File: src/sv/sfd_pkg.sv
// Shared types and constants of the sysex frame deframer.
package sfd_pkg;

  localparam int MAX_FRAME_BYTES_DEF = 64;
  localparam int MAX_VALUES          = 30;
  localparam int BYTE_W              = 8;
  localparam int VCNT_W              = 5;
  // Store address width for the largest supported frame (128 bytes).
  localparam int ADDR_W_MAX          = 7;
  // Frame byte 0 is the start marker, byte 1 the command, pairs follow.
  localparam int CMD_ADDR            = 1;
  localparam int FIRST_PAIR_ADDR     = 2;
  localparam int QUEUE_DEPTH         = 4;

  localparam int CFG_IDX_W = 1;
  localparam logic [CFG_IDX_W-1:0] REG_START_MARKER = 1'b0;
  localparam logic [CFG_IDX_W-1:0] REG_END_MARKER   = 1'b1;
  localparam logic [BYTE_W-1:0]    START_MARKER_RST = 8'd240;
  localparam logic [BYTE_W-1:0]    END_MARKER_RST   = 8'd247;

  // One queued store operation; close marks the end marker of a frame.
  typedef struct packed {
    logic                  close;
    logic [ADDR_W_MAX-1:0] addr;
    logic [BYTE_W-1:0]     data;
  } sfd_op_t;

  // One decoded result.
  typedef struct packed {
    logic [BYTE_W-1:0] command;
    logic [BYTE_W-1:0] value;
    logic [VCNT_W-1:0] value_index;
    logic [VCNT_W-1:0] value_count;
    logic              has_value;
    logic              last;
  } sfd_res_t;

endpackage

File: src/sv/sysex_frame_deframer.sv
// Top level of the sysex frame deframer.
//
// Takes one received byte per transfer on in_*. Outside a frame every byte but
// the start marker is dropped; the start marker opens or restarts a frame, later
// bytes are stored, and the end marker closes it. Byte 1 is the command and the
// following bytes are LSB/MSB pairs, each decoded as (MSB*128+LSB) mod 256.
// Each value leaves as one transfer on out_* together with the command, its
// index and the frame's value count; the final one carries tlast. A frame with
// no values gives one transfer with tuser low. Once the store holds
// MAX_FRAME_BYTES bytes only a start marker is taken (the end marker is dropped
// too). Timing: the front accepts one byte per cycle while the four-entry
// operation queue has room; the back drains one stored byte per cycle while
// idle and, on a closing frame, runs two reads of the frame store and the
// result load for each value, or the result load alone for an empty frame,
// waiting while the sink stalls. No clearing pass is needed after reset.
// Write cfg_* only while the block is idle.
module sysex_frame_deframer #(
  parameter int MAX_FRAME_BYTES = sfd_pkg::MAX_FRAME_BYTES_DEF
) (
  input  logic                          clk,
  input  logic                          rst_n,
  // Configuration: index 0 start marker, index 1 end marker.
  input  logic                          cfg_we,
  input  logic [sfd_pkg::CFG_IDX_W-1:0] cfg_index,
  input  logic [sfd_pkg::BYTE_W-1:0]    cfg_wdata,
  // Received byte stream.
  input  logic                          in_tvalid,
  output logic                          in_tready,
  input  logic [7:0]                    in_tdata,   // [7:0] rx_byte
  // Decoded values.
  output logic                          out_tvalid,
  input  logic                          out_tready,
  output logic [31:0]                   out_tdata,  // [7:0] command, [15:8] value,
                                                    // [20:16] value_index,
                                                    // [25:21] value_count, zero above
  output logic                          out_tuser,  // [0] has_value
  output logic                          out_tlast
);
  import sfd_pkg::*;

  logic     fq_valid, fq_ready, bq_valid, bq_ready;
  sfd_op_t  fq_op, bq_op;
  sfd_res_t res;

  // Classify incoming bytes and track the open frame.
  sfd_front #(
    .MAX_FRAME_BYTES(MAX_FRAME_BYTES)
  ) u_front (
    .clk       (clk),
    .rst_n     (rst_n),
    .cfg_we    (cfg_we),
    .cfg_index (cfg_index),
    .cfg_wdata (cfg_wdata),
    .in_tvalid (in_tvalid),
    .in_tready (in_tready),
    .in_tdata  (in_tdata),
    .q_valid   (fq_valid),
    .q_ready   (fq_ready),
    .q_op      (fq_op)
  );

  // Decouple byte intake from value emission.
  sfd_fifo u_fifo (
    .clk        (clk),
    .rst_n      (rst_n),
    .push_valid (fq_valid),
    .push_ready (fq_ready),
    .push_op    (fq_op),
    .pop_valid  (bq_valid),
    .pop_ready  (bq_ready),
    .pop_op     (bq_op)
  );

  // Store bytes and decode pairs when a frame closes.
  sfd_back #(
    .MAX_FRAME_BYTES(MAX_FRAME_BYTES)
  ) u_back (
    .clk       (clk),
    .rst_n     (rst_n),
    .pop_valid (bq_valid),
    .pop_ready (bq_ready),
    .pop_op    (bq_op),
    .out_valid (out_tvalid),
    .out_ready (out_tready),
    .out_res   (res)
  );

  // Pack the result fields, command in the lowest bits.
  assign out_tdata = {6'b0, res.value_count, res.value_index, res.value, res.command};
  assign out_tuser = res.has_value;
  assign out_tlast = res.last;

endmodule

File: src/sv/sfd_fifo.sv
// Short operation queue between the deframer front and back.
module sfd_fifo (
  input  logic             clk,
  input  logic             rst_n,
  input  logic             push_valid,
  output logic             push_ready,
  input  sfd_pkg::sfd_op_t push_op,
  output logic             pop_valid,
  input  logic             pop_ready,
  output sfd_pkg::sfd_op_t pop_op
);
  import sfd_pkg::*;

  localparam int PW = $clog2(QUEUE_DEPTH);

  sfd_op_t         slot_r [QUEUE_DEPTH];
  logic [PW-1:0]   wr_ptr_r, wr_ptr_nxt;
  logic [PW-1:0]   rd_ptr_r, rd_ptr_nxt;
  logic [PW:0]     fill_r, fill_nxt;
  logic            do_push, do_pop;

  assign push_ready = (fill_r != (PW+1)'(QUEUE_DEPTH));
  assign pop_valid  = (fill_r != '0);
  assign pop_op     = slot_r[rd_ptr_r];
  assign do_push    = push_valid && push_ready;
  assign do_pop     = pop_valid && pop_ready;

  always_comb begin
    wr_ptr_nxt = do_push ? wr_ptr_r + 1'b1 : wr_ptr_r;
    rd_ptr_nxt = do_pop  ? rd_ptr_r + 1'b1 : rd_ptr_r;
    case ({do_push, do_pop})
      2'b10:   fill_nxt = fill_r + 1'b1;
      2'b01:   fill_nxt = fill_r - 1'b1;
      default: fill_nxt = fill_r;
    endcase
  end

  always_ff @(posedge clk) begin
    if (!rst_n) begin
      wr_ptr_r <= '0;
      rd_ptr_r <= '0;
      fill_r   <= '0;
    end else begin
      wr_ptr_r <= wr_ptr_nxt;
      rd_ptr_r <= rd_ptr_nxt;
      fill_r   <= fill_nxt;
    end
  end

  always_ff @(posedge clk) begin
    if (do_push) begin
      slot_r[wr_ptr_r] <= push_op;
    end
  end

endmodule

File: src/sv/sfd_front.sv
// Front end: marker registers, frame tracking and byte classification.
module sfd_front #(
  parameter int MAX_FRAME_BYTES = sfd_pkg::MAX_FRAME_BYTES_DEF
) (
  input  logic                          clk,
  input  logic                          rst_n,
  input  logic                          cfg_we,
  input  logic [sfd_pkg::CFG_IDX_W-1:0] cfg_index,
  input  logic [sfd_pkg::BYTE_W-1:0]    cfg_wdata,
  input  logic                          in_tvalid,
  output logic                          in_tready,
  input  logic [sfd_pkg::BYTE_W-1:0]    in_tdata,
  output logic                          q_valid,
  input  logic                          q_ready,
  output sfd_pkg::sfd_op_t              q_op
);
  import sfd_pkg::*;

  localparam int LEN_W = $clog2(MAX_FRAME_BYTES + 1);
  localparam int AW    = $clog2(MAX_FRAME_BYTES);

  logic [BYTE_W-1:0] start_marker_r, start_marker_nxt;
  logic [BYTE_W-1:0] end_marker_r, end_marker_nxt;
  logic              in_frame_r, in_frame_nxt;
  logic [LEN_W-1:0]  frame_len_r, frame_len_nxt;
  logic              accept, is_start, is_end, full;

  assign in_tready = q_ready;
  assign accept    = in_tvalid && q_ready;
  assign is_start  = (in_tdata == start_marker_r);
  assign is_end    = (in_tdata == end_marker_r);
  assign full      = (frame_len_r == LEN_W'(MAX_FRAME_BYTES));

  // Store every byte of an open frame that is neither a restart nor past capacity.
  assign q_valid    = in_tvalid && in_frame_r && !full && !is_start;
  assign q_op.close = is_end;
  assign q_op.addr  = ADDR_W_MAX'(frame_len_r[AW-1:0]);
  assign q_op.data  = in_tdata;

  always_comb begin
    start_marker_nxt = start_marker_r;
    end_marker_nxt   = end_marker_r;
    if (cfg_we) begin
      case (cfg_index)
        REG_START_MARKER: start_marker_nxt = cfg_wdata;
        REG_END_MARKER:   end_marker_nxt   = cfg_wdata;
        default:          start_marker_nxt = start_marker_r;
      endcase
    end
  end

  always_comb begin
    in_frame_nxt  = in_frame_r;
    frame_len_nxt = frame_len_r;
    if (accept) begin
      if (is_start) begin
        in_frame_nxt  = 1'b1;
        frame_len_nxt = LEN_W'(1);
      end else if (in_frame_r && !full) begin
        if (is_end) begin
          in_frame_nxt  = 1'b0;
          frame_len_nxt = '0;
        end else begin
          frame_len_nxt = frame_len_r + 1'b1;
        end
      end
    end
  end

  always_ff @(posedge clk) begin
    if (!rst_n) begin
      start_marker_r <= START_MARKER_RST;
      end_marker_r   <= END_MARKER_RST;
      in_frame_r     <= 1'b0;
      frame_len_r    <= '0;
    end else begin
      start_marker_r <= start_marker_nxt;
      end_marker_r   <= end_marker_nxt;
      in_frame_r     <= in_frame_nxt;
      frame_len_r    <= frame_len_nxt;
    end
  end

endmodule

File: src/sv/sfd_back.sv
// Back end: frame store, pair decoding and result register.
module sfd_back #(
  parameter int MAX_FRAME_BYTES = sfd_pkg::MAX_FRAME_BYTES_DEF
) (
  input  logic              clk,
  input  logic              rst_n,
  input  logic              pop_valid,
  output logic              pop_ready,
  input  sfd_pkg::sfd_op_t  pop_op,
  output logic              out_valid,
  input  logic              out_ready,
  output sfd_pkg::sfd_res_t out_res
);
  import sfd_pkg::*;

  localparam int AW = $clog2(MAX_FRAME_BYTES);

  typedef enum logic [3:0] {
    ST_IDLE   = 4'b0001,
    ST_RD_LSB = 4'b0010,
    ST_RD_MSB = 4'b0100,
    ST_FORM   = 4'b1000
  } st_t;

  logic [BYTE_W-1:0]     store_mem [MAX_FRAME_BYTES];
  logic [BYTE_W-1:0]     rd_data_r;
  st_t                   state_r, state_nxt;
  logic [BYTE_W-1:0]     cmd_r, cmd_nxt;
  logic [VCNT_W-1:0]     count_r, count_nxt;
  logic [VCNT_W-1:0]     idx_r, idx_nxt;
  logic [BYTE_W-1:0]     lsb_r, lsb_nxt;
  logic                  out_valid_r, out_valid_nxt;
  sfd_res_t              res_r, res_nxt;
  logic                  mem_we, load_ok, is_last;
  logic [ADDR_W_MAX-1:0] pairs, lsb_addr, msb_addr;
  logic [VCNT_W-1:0]     close_count;
  logic [AW-1:0]         rd_addr;

  assign pop_ready = (state_r == ST_IDLE);
  assign mem_we    = pop_ready && pop_valid;
  assign out_valid = out_valid_r;
  assign out_res   = res_r;
  assign load_ok   = !out_valid_r || out_ready;
  assign is_last   = ((idx_r + 1'b1) == count_r);

  // Pairs start after the command byte; the end marker is never read.
  always_comb begin
    pairs = '0;
    if (pop_op.addr >= ADDR_W_MAX'(FIRST_PAIR_ADDR)) begin
      pairs = (pop_op.addr - ADDR_W_MAX'(FIRST_PAIR_ADDR)) >> 1;
    end
    close_count = (pairs > ADDR_W_MAX'(MAX_VALUES)) ? VCNT_W'(MAX_VALUES)
                                                     : pairs[VCNT_W-1:0];
  end

  assign lsb_addr = ADDR_W_MAX'(FIRST_PAIR_ADDR) + ADDR_W_MAX'({idx_r, 1'b0});
  assign msb_addr = {lsb_addr[ADDR_W_MAX-1:1], 1'b1};
  // Hold the MSB address through FORM so the read data stays put under stall.
  assign rd_addr  = (state_r == ST_RD_LSB) ? lsb_addr[AW-1:0] : msb_addr[AW-1:0];

  always_ff @(posedge clk) begin
    if (mem_we) begin
      store_mem[pop_op.addr[AW-1:0]] <= pop_op.data;
    end
    rd_data_r <= store_mem[rd_addr];
  end

  always_comb begin
    state_nxt     = state_r;
    cmd_nxt       = cmd_r;
    count_nxt     = count_r;
    idx_nxt       = idx_r;
    lsb_nxt       = lsb_r;
    res_nxt       = res_r;
    out_valid_nxt = out_valid_r && !out_ready;
    case (state_r)
      ST_IDLE: begin
        if (pop_valid) begin
          if (pop_op.addr == ADDR_W_MAX'(CMD_ADDR)) begin
            cmd_nxt = pop_op.data;
          end
          if (pop_op.close) begin
            count_nxt = close_count;
            idx_nxt   = '0;
            state_nxt = (close_count == '0) ? ST_FORM : ST_RD_LSB;
          end
        end
      end
      ST_RD_LSB: state_nxt = ST_RD_MSB;
      ST_RD_MSB: begin
        lsb_nxt   = rd_data_r;
        state_nxt = ST_FORM;
      end
      ST_FORM: begin
        if (load_ok) begin
          out_valid_nxt   = 1'b1;
          res_nxt.command = cmd_r;
          if (count_r == '0) begin
            res_nxt.value       = '0;
            res_nxt.value_index = '0;
            res_nxt.value_count = '0;
            res_nxt.has_value   = 1'b0;
            res_nxt.last        = 1'b1;
            state_nxt           = ST_IDLE;
          end else begin
            // MSB*128 only reaches bit 7 of the 8-bit result.
            res_nxt.value       = {lsb_r[7] ^ rd_data_r[0], lsb_r[6:0]};
            res_nxt.value_index = idx_r;
            res_nxt.value_count = count_r;
            res_nxt.has_value   = 1'b1;
            res_nxt.last        = is_last;
            idx_nxt             = idx_r + 1'b1;
            state_nxt           = is_last ? ST_IDLE : ST_RD_LSB;
          end
        end
      end
      default: state_nxt = ST_IDLE;
    endcase
  end

  always_ff @(posedge clk) begin
    if (!rst_n) begin
      state_r     <= ST_IDLE;
      out_valid_r <= 1'b0;
    end else begin
      state_r     <= state_nxt;
      out_valid_r <= out_valid_nxt;
    end
  end

  always_ff @(posedge clk) begin
    cmd_r   <= cmd_nxt;
    count_r <= count_nxt;
    idx_r   <= idx_nxt;
    lsb_r   <= lsb_nxt;
    res_r   <= res_nxt;
  end

endmodule

File: config.mk
export PLATFORM = sky130hd
export DESIGN_NAME = sysex_frame_deframer
export DESIGN_NICKNAME = d
export VERILOG_FILES = /design/src/sv/sfd_pkg.sv /design/src/sv/sysex_frame_deframer.sv /design/src/sv/sfd_fifo.sv /design/src/sv/sfd_front.sv /design/src/sv/sfd_back.sv
export SDC_FILE = /design/constraint.sdc
export NUM_CORES = 1
export LEC_CHECK = 0
export ABC_AREA = 1
export BUFFER_PORTS_ARGS = -buffer_cell sky130_fd_sc_hd__buf_4
export CAP_MARGIN = 10
export CORE_MARGIN = 1
export CORE_UTILIZATION = 50
export CTS_BUF_LIST = sky130_fd_sc_hd__clkbuf_8
export CTS_CLUSTER_DIAMETER = 50
export DETAILED_ROUTE_END_ITERATION = 7
export MAX_ROUTING_LAYER = met4
export PLACE_DENSITY = 0.66
export SYNTH_ARGS = -nofsm -noshare
export SYNTH_HDL_FRONTEND = slang
export SYNTH_SLANG_ARGS = --single-unit
File: constraint.sdc
create_clock -name clk -period 3.85 [get_ports clk]
set_input_delay 1.155 -clock clk [delete_from_list [all_inputs] [get_ports clk]]
set_output_delay 1.155 -clock clk [all_outputs]
set_load 0.01 [all_outputs]
==> out/metrics.yaml <==
area_growth_syn_to_layout_pct: 13.0
die-area_mm2: 0.0543
die_y_um: 233
fillCellCount: 4184
p_per_area_mw_per_mm2: 641
ys_seq_elements: 672
synth_cells: 2076
slew_violations: 0
die_width_um: 233
clock_latency_ps: 690
drtAntennaViolNets: 0
swShare: 0.330
antenna_found_initial: 0
combPwrFrac: 0.257
clockRootBuffer: "clkbuf_8"
num_vias: 17300
yosysTopAreaCellShare: 0.704
skew_ps: 35.2
p_total_mw: 19.3
clk_path_buf_depth: 3
cts_sinks: 672
ctsResizeCount: 0
fin_area_mm2: 0.0302
grt-ovfl-total: 0
p_seq_frac: 0.450
yosys-top-cells-area: "edfxtp_1, nor2_1, dfxtp_1"
worst_r2r_path_depth: 9
grt_pass1_wl_um: 98800
syn_area_mm2: 0.0267
slew_headroom: 0.287
hold_buffers: 0
crit_fanout: 30
post-place-ws_ps: 494
reg2reg_slack_ps: 820
layout_setup_ws_ps: 821
clk_pin_slew_ps: 60
dp_cells: 2765
worstSetupEndpointType: "register"
initial_utilization: 0.507
finalCriticalPeriod_ps: 3030
cts.htree.levels: 3
status: "finished, final reports clean"
clock_power_share: 0.293
cp-start-kind: "register"
cts_setup_buffers: 0
yosys.area.top_type: "edfxtp_1"
endpoint: "u_back.store_mem[14][7]"
crit_required_ps: 4130
whs_ps: 406
irDropWorstVdd_v: 0.000542
power.internal_mw: 13.0
dp_hpwl_um: 37400
placed_area_mm2: 0.0282
synth.avg_cell_area_um2: 12.9
drive_gt1_frac: 0.139
io_buffers: 51
fin_nets: 2221
fin_util: 0.573
final-setup-viol-count: 0
yosysSeqAreaShare: 0.738
rsz0062_at_grt: "false"
avgViaCountPerCell: 5.84
min_path_type: "reg2reg"
finalCritPeriodShare: 0.787
finalHoldViolations: 0
multiInputGateArea_mm2: 0.00629
cts_tree: "done"
yosysWarnings: 0
tightestPinTransition_ps: 1070
antennaDiodeCount: 0
wl_per_cell_um: 21.8
num_rows: 84
grt_pass1_vias: 17200
route.detailed.drc: 0
tns_ps: 0
drv_cap: 0
core_mm2: 0.0527
yosysUniqueCellTypes: 40
regArea_mm2: 0.0197
drt_iter0_markers: 1807
worstReg2RegEnd: "u_back.store_mem[14][7]"
p_sw_mw: 6.38
wirelength_um: 64500
grt_max_degree: 173
cp.arrival_ps: 3310
ioPinCount: 58
dr.pass1.iters: 6
power.leakage_nw: 10.2
finalNonFillerCells: 2959
fmax_mhz: 330
cts_buffers: 106
grt.total_usage: 0.249
path_class: "reg2reg"
place_congestion: 0.886
registers in the layout, summed over array words and instances, names as in the netlist, 8 cells and up, named ones only:
| signal | flops |
|---|---|
| u_back.store_mem | 512 |
| u_fifo.slot_r | 60 |
| u_back.out_res | 28 |
| u_back.cmd_r | 8 |
| u_back.lsb_r | 8 |
| u_back.rd_data_r | 8 |
| u_front.end_marker_r | 8 |
| u_front.start_marker_r | 8 |
power by group through the flow:
stage / Sequential [mW] / Clock (mW) / Combinational (mW)
floorplan: 8.86 / 0 / 2.99
global placement: 8.84 / 0 / 4.81
detailed placement: 8.85 / 0 / 4.91
CTS: 8.70 / 5.76 / 4.92
global route: 8.70 / 6.10 / 5.33
finish: 8.70 / 5.67 / 4.97
final cells by class:
| cell class | instances | share of cell area |
|---|---|---|
| tap | 688 | 0.0285 |
| inverter | 77 | 0.00974 |
| timing repair buffer | 128 | 0.0335 |
| clock buffer | 113 | 0.0515 |
| multi-input combinational | 1200 | 0.208 |
| sequential | 672 | 0.653 |
| clock inverter | 81 | 0.0148 |
worst min path at each step:
stage / cells past startpoint / end / slack (ps) / start
after floorplan: 0 / u_back.lsb_r[1] / 390 / u_back.rd_data_r[1]
after global placement: 0 / u_back.lsb_r[3] / 390 / u_back.rd_data_r[3]
after detailed placement: 0 / u_back.lsb_r[7] / 390 / u_back.rd_data_r[7]
after CTS: 0 / u_back.lsb_r[3] / 410 / u_back.rd_data_r[3]
after global routing: 0 / u_back.lsb_r[3] / 410 / u_back.rd_data_r[3]
final: 0 / u_back.lsb_r[3] / 410 / u_back.rd_data_r[3]
kinds of logic (layout without fill, tap and decap cells):
family                   after synthesis  after routing  share of synthesized area
AO/OA/AOI/OAI                        523            523                      0.118
XOR/XNOR                              18             18                    0.00646
adder cells (fa/ha/maj)               14             14                    0.00684
buffers and inverters                209            399                     0.0321
flip-flops                           672            672                      0.738
other                                  1              6                   0.000140
AND/OR/NAND/NOR                      639            639                     0.0987
cell usage after synthesis (all sizes together):
cell type	count
edfxtp	626
nor2	386
o21ai	290
nand2	143
clkbuf	95
nand3	83
inv	76
o22ai	73
o211ai	70
o221ai	64
dfxtp	46
buf	37
a21oi	24
ha	13
xnor2	12
nand4	9
nor3	9
or2	6
xor2	6
nor4	3
a221o	1
clkinv	1
conb	1
fa	1
o211a	1
placed cells by master, fill, tap and decap left out, types with 2 or more instances in the layout:
| cell | instances |
|---|---|
| o22ai_4 | 8 |
| a21oi_1 | 23 |
| bufinv_16 | 4 |
| nand2_1 | 135 |
| o22ai_1 | 65 |
| o211ai_1 | 69 |
| nand3_2 | 3 |
| or2_1 | 2 |
| clkbuf_8 | 113 |
| o221ai_1 | 64 |
| or2_2 | 4 |
| conb_1 | 6 |
| nand2_2 | 7 |
| inv_2 | 12 |
| nor2_1 | 382 |
| buf_4 | 124 |
| dfxtp_1 | 46 |
| clkinv_1 | 26 |
| nand3_1 | 80 |
| nor2_4 | 3 |
| ha_1 | 12 |
| inv_1 | 94 |
| xnor2_1 | 10 |
| buf_12 | 4 |
| inv_6 | 2 |
| nor4_2 | 3 |
| o21ai_1 | 145 |
| clkinv_2 | 17 |
| nor3_1 | 8 |
| edfxtp_1 | 626 |
| xor2_1 | 6 |
| nand4_1 | 9 |
| clkinvlp_4 | 3 |
| o21ai_0 | 145 |
layer usage:
layer	vias to the layer above	GRT usage	wire, um
li1	7910	-	-
met1	8570	0.322	27000
met2	659	0.397	31100
met3	137	0.0389	4440
met4	0	0.0954	1920
met5	-	-	0
critical path, stage by stage (launching register included):
cell and delay, ps:
dfxtp_1 320, inv_2 360, nand2_1 100, nand3_1 90
nand2_1 150, inv_1 130, ha_1 170, nand3_1 380
buf_4 320, nor2_1 610
Power figures use the tool's default switching activity.
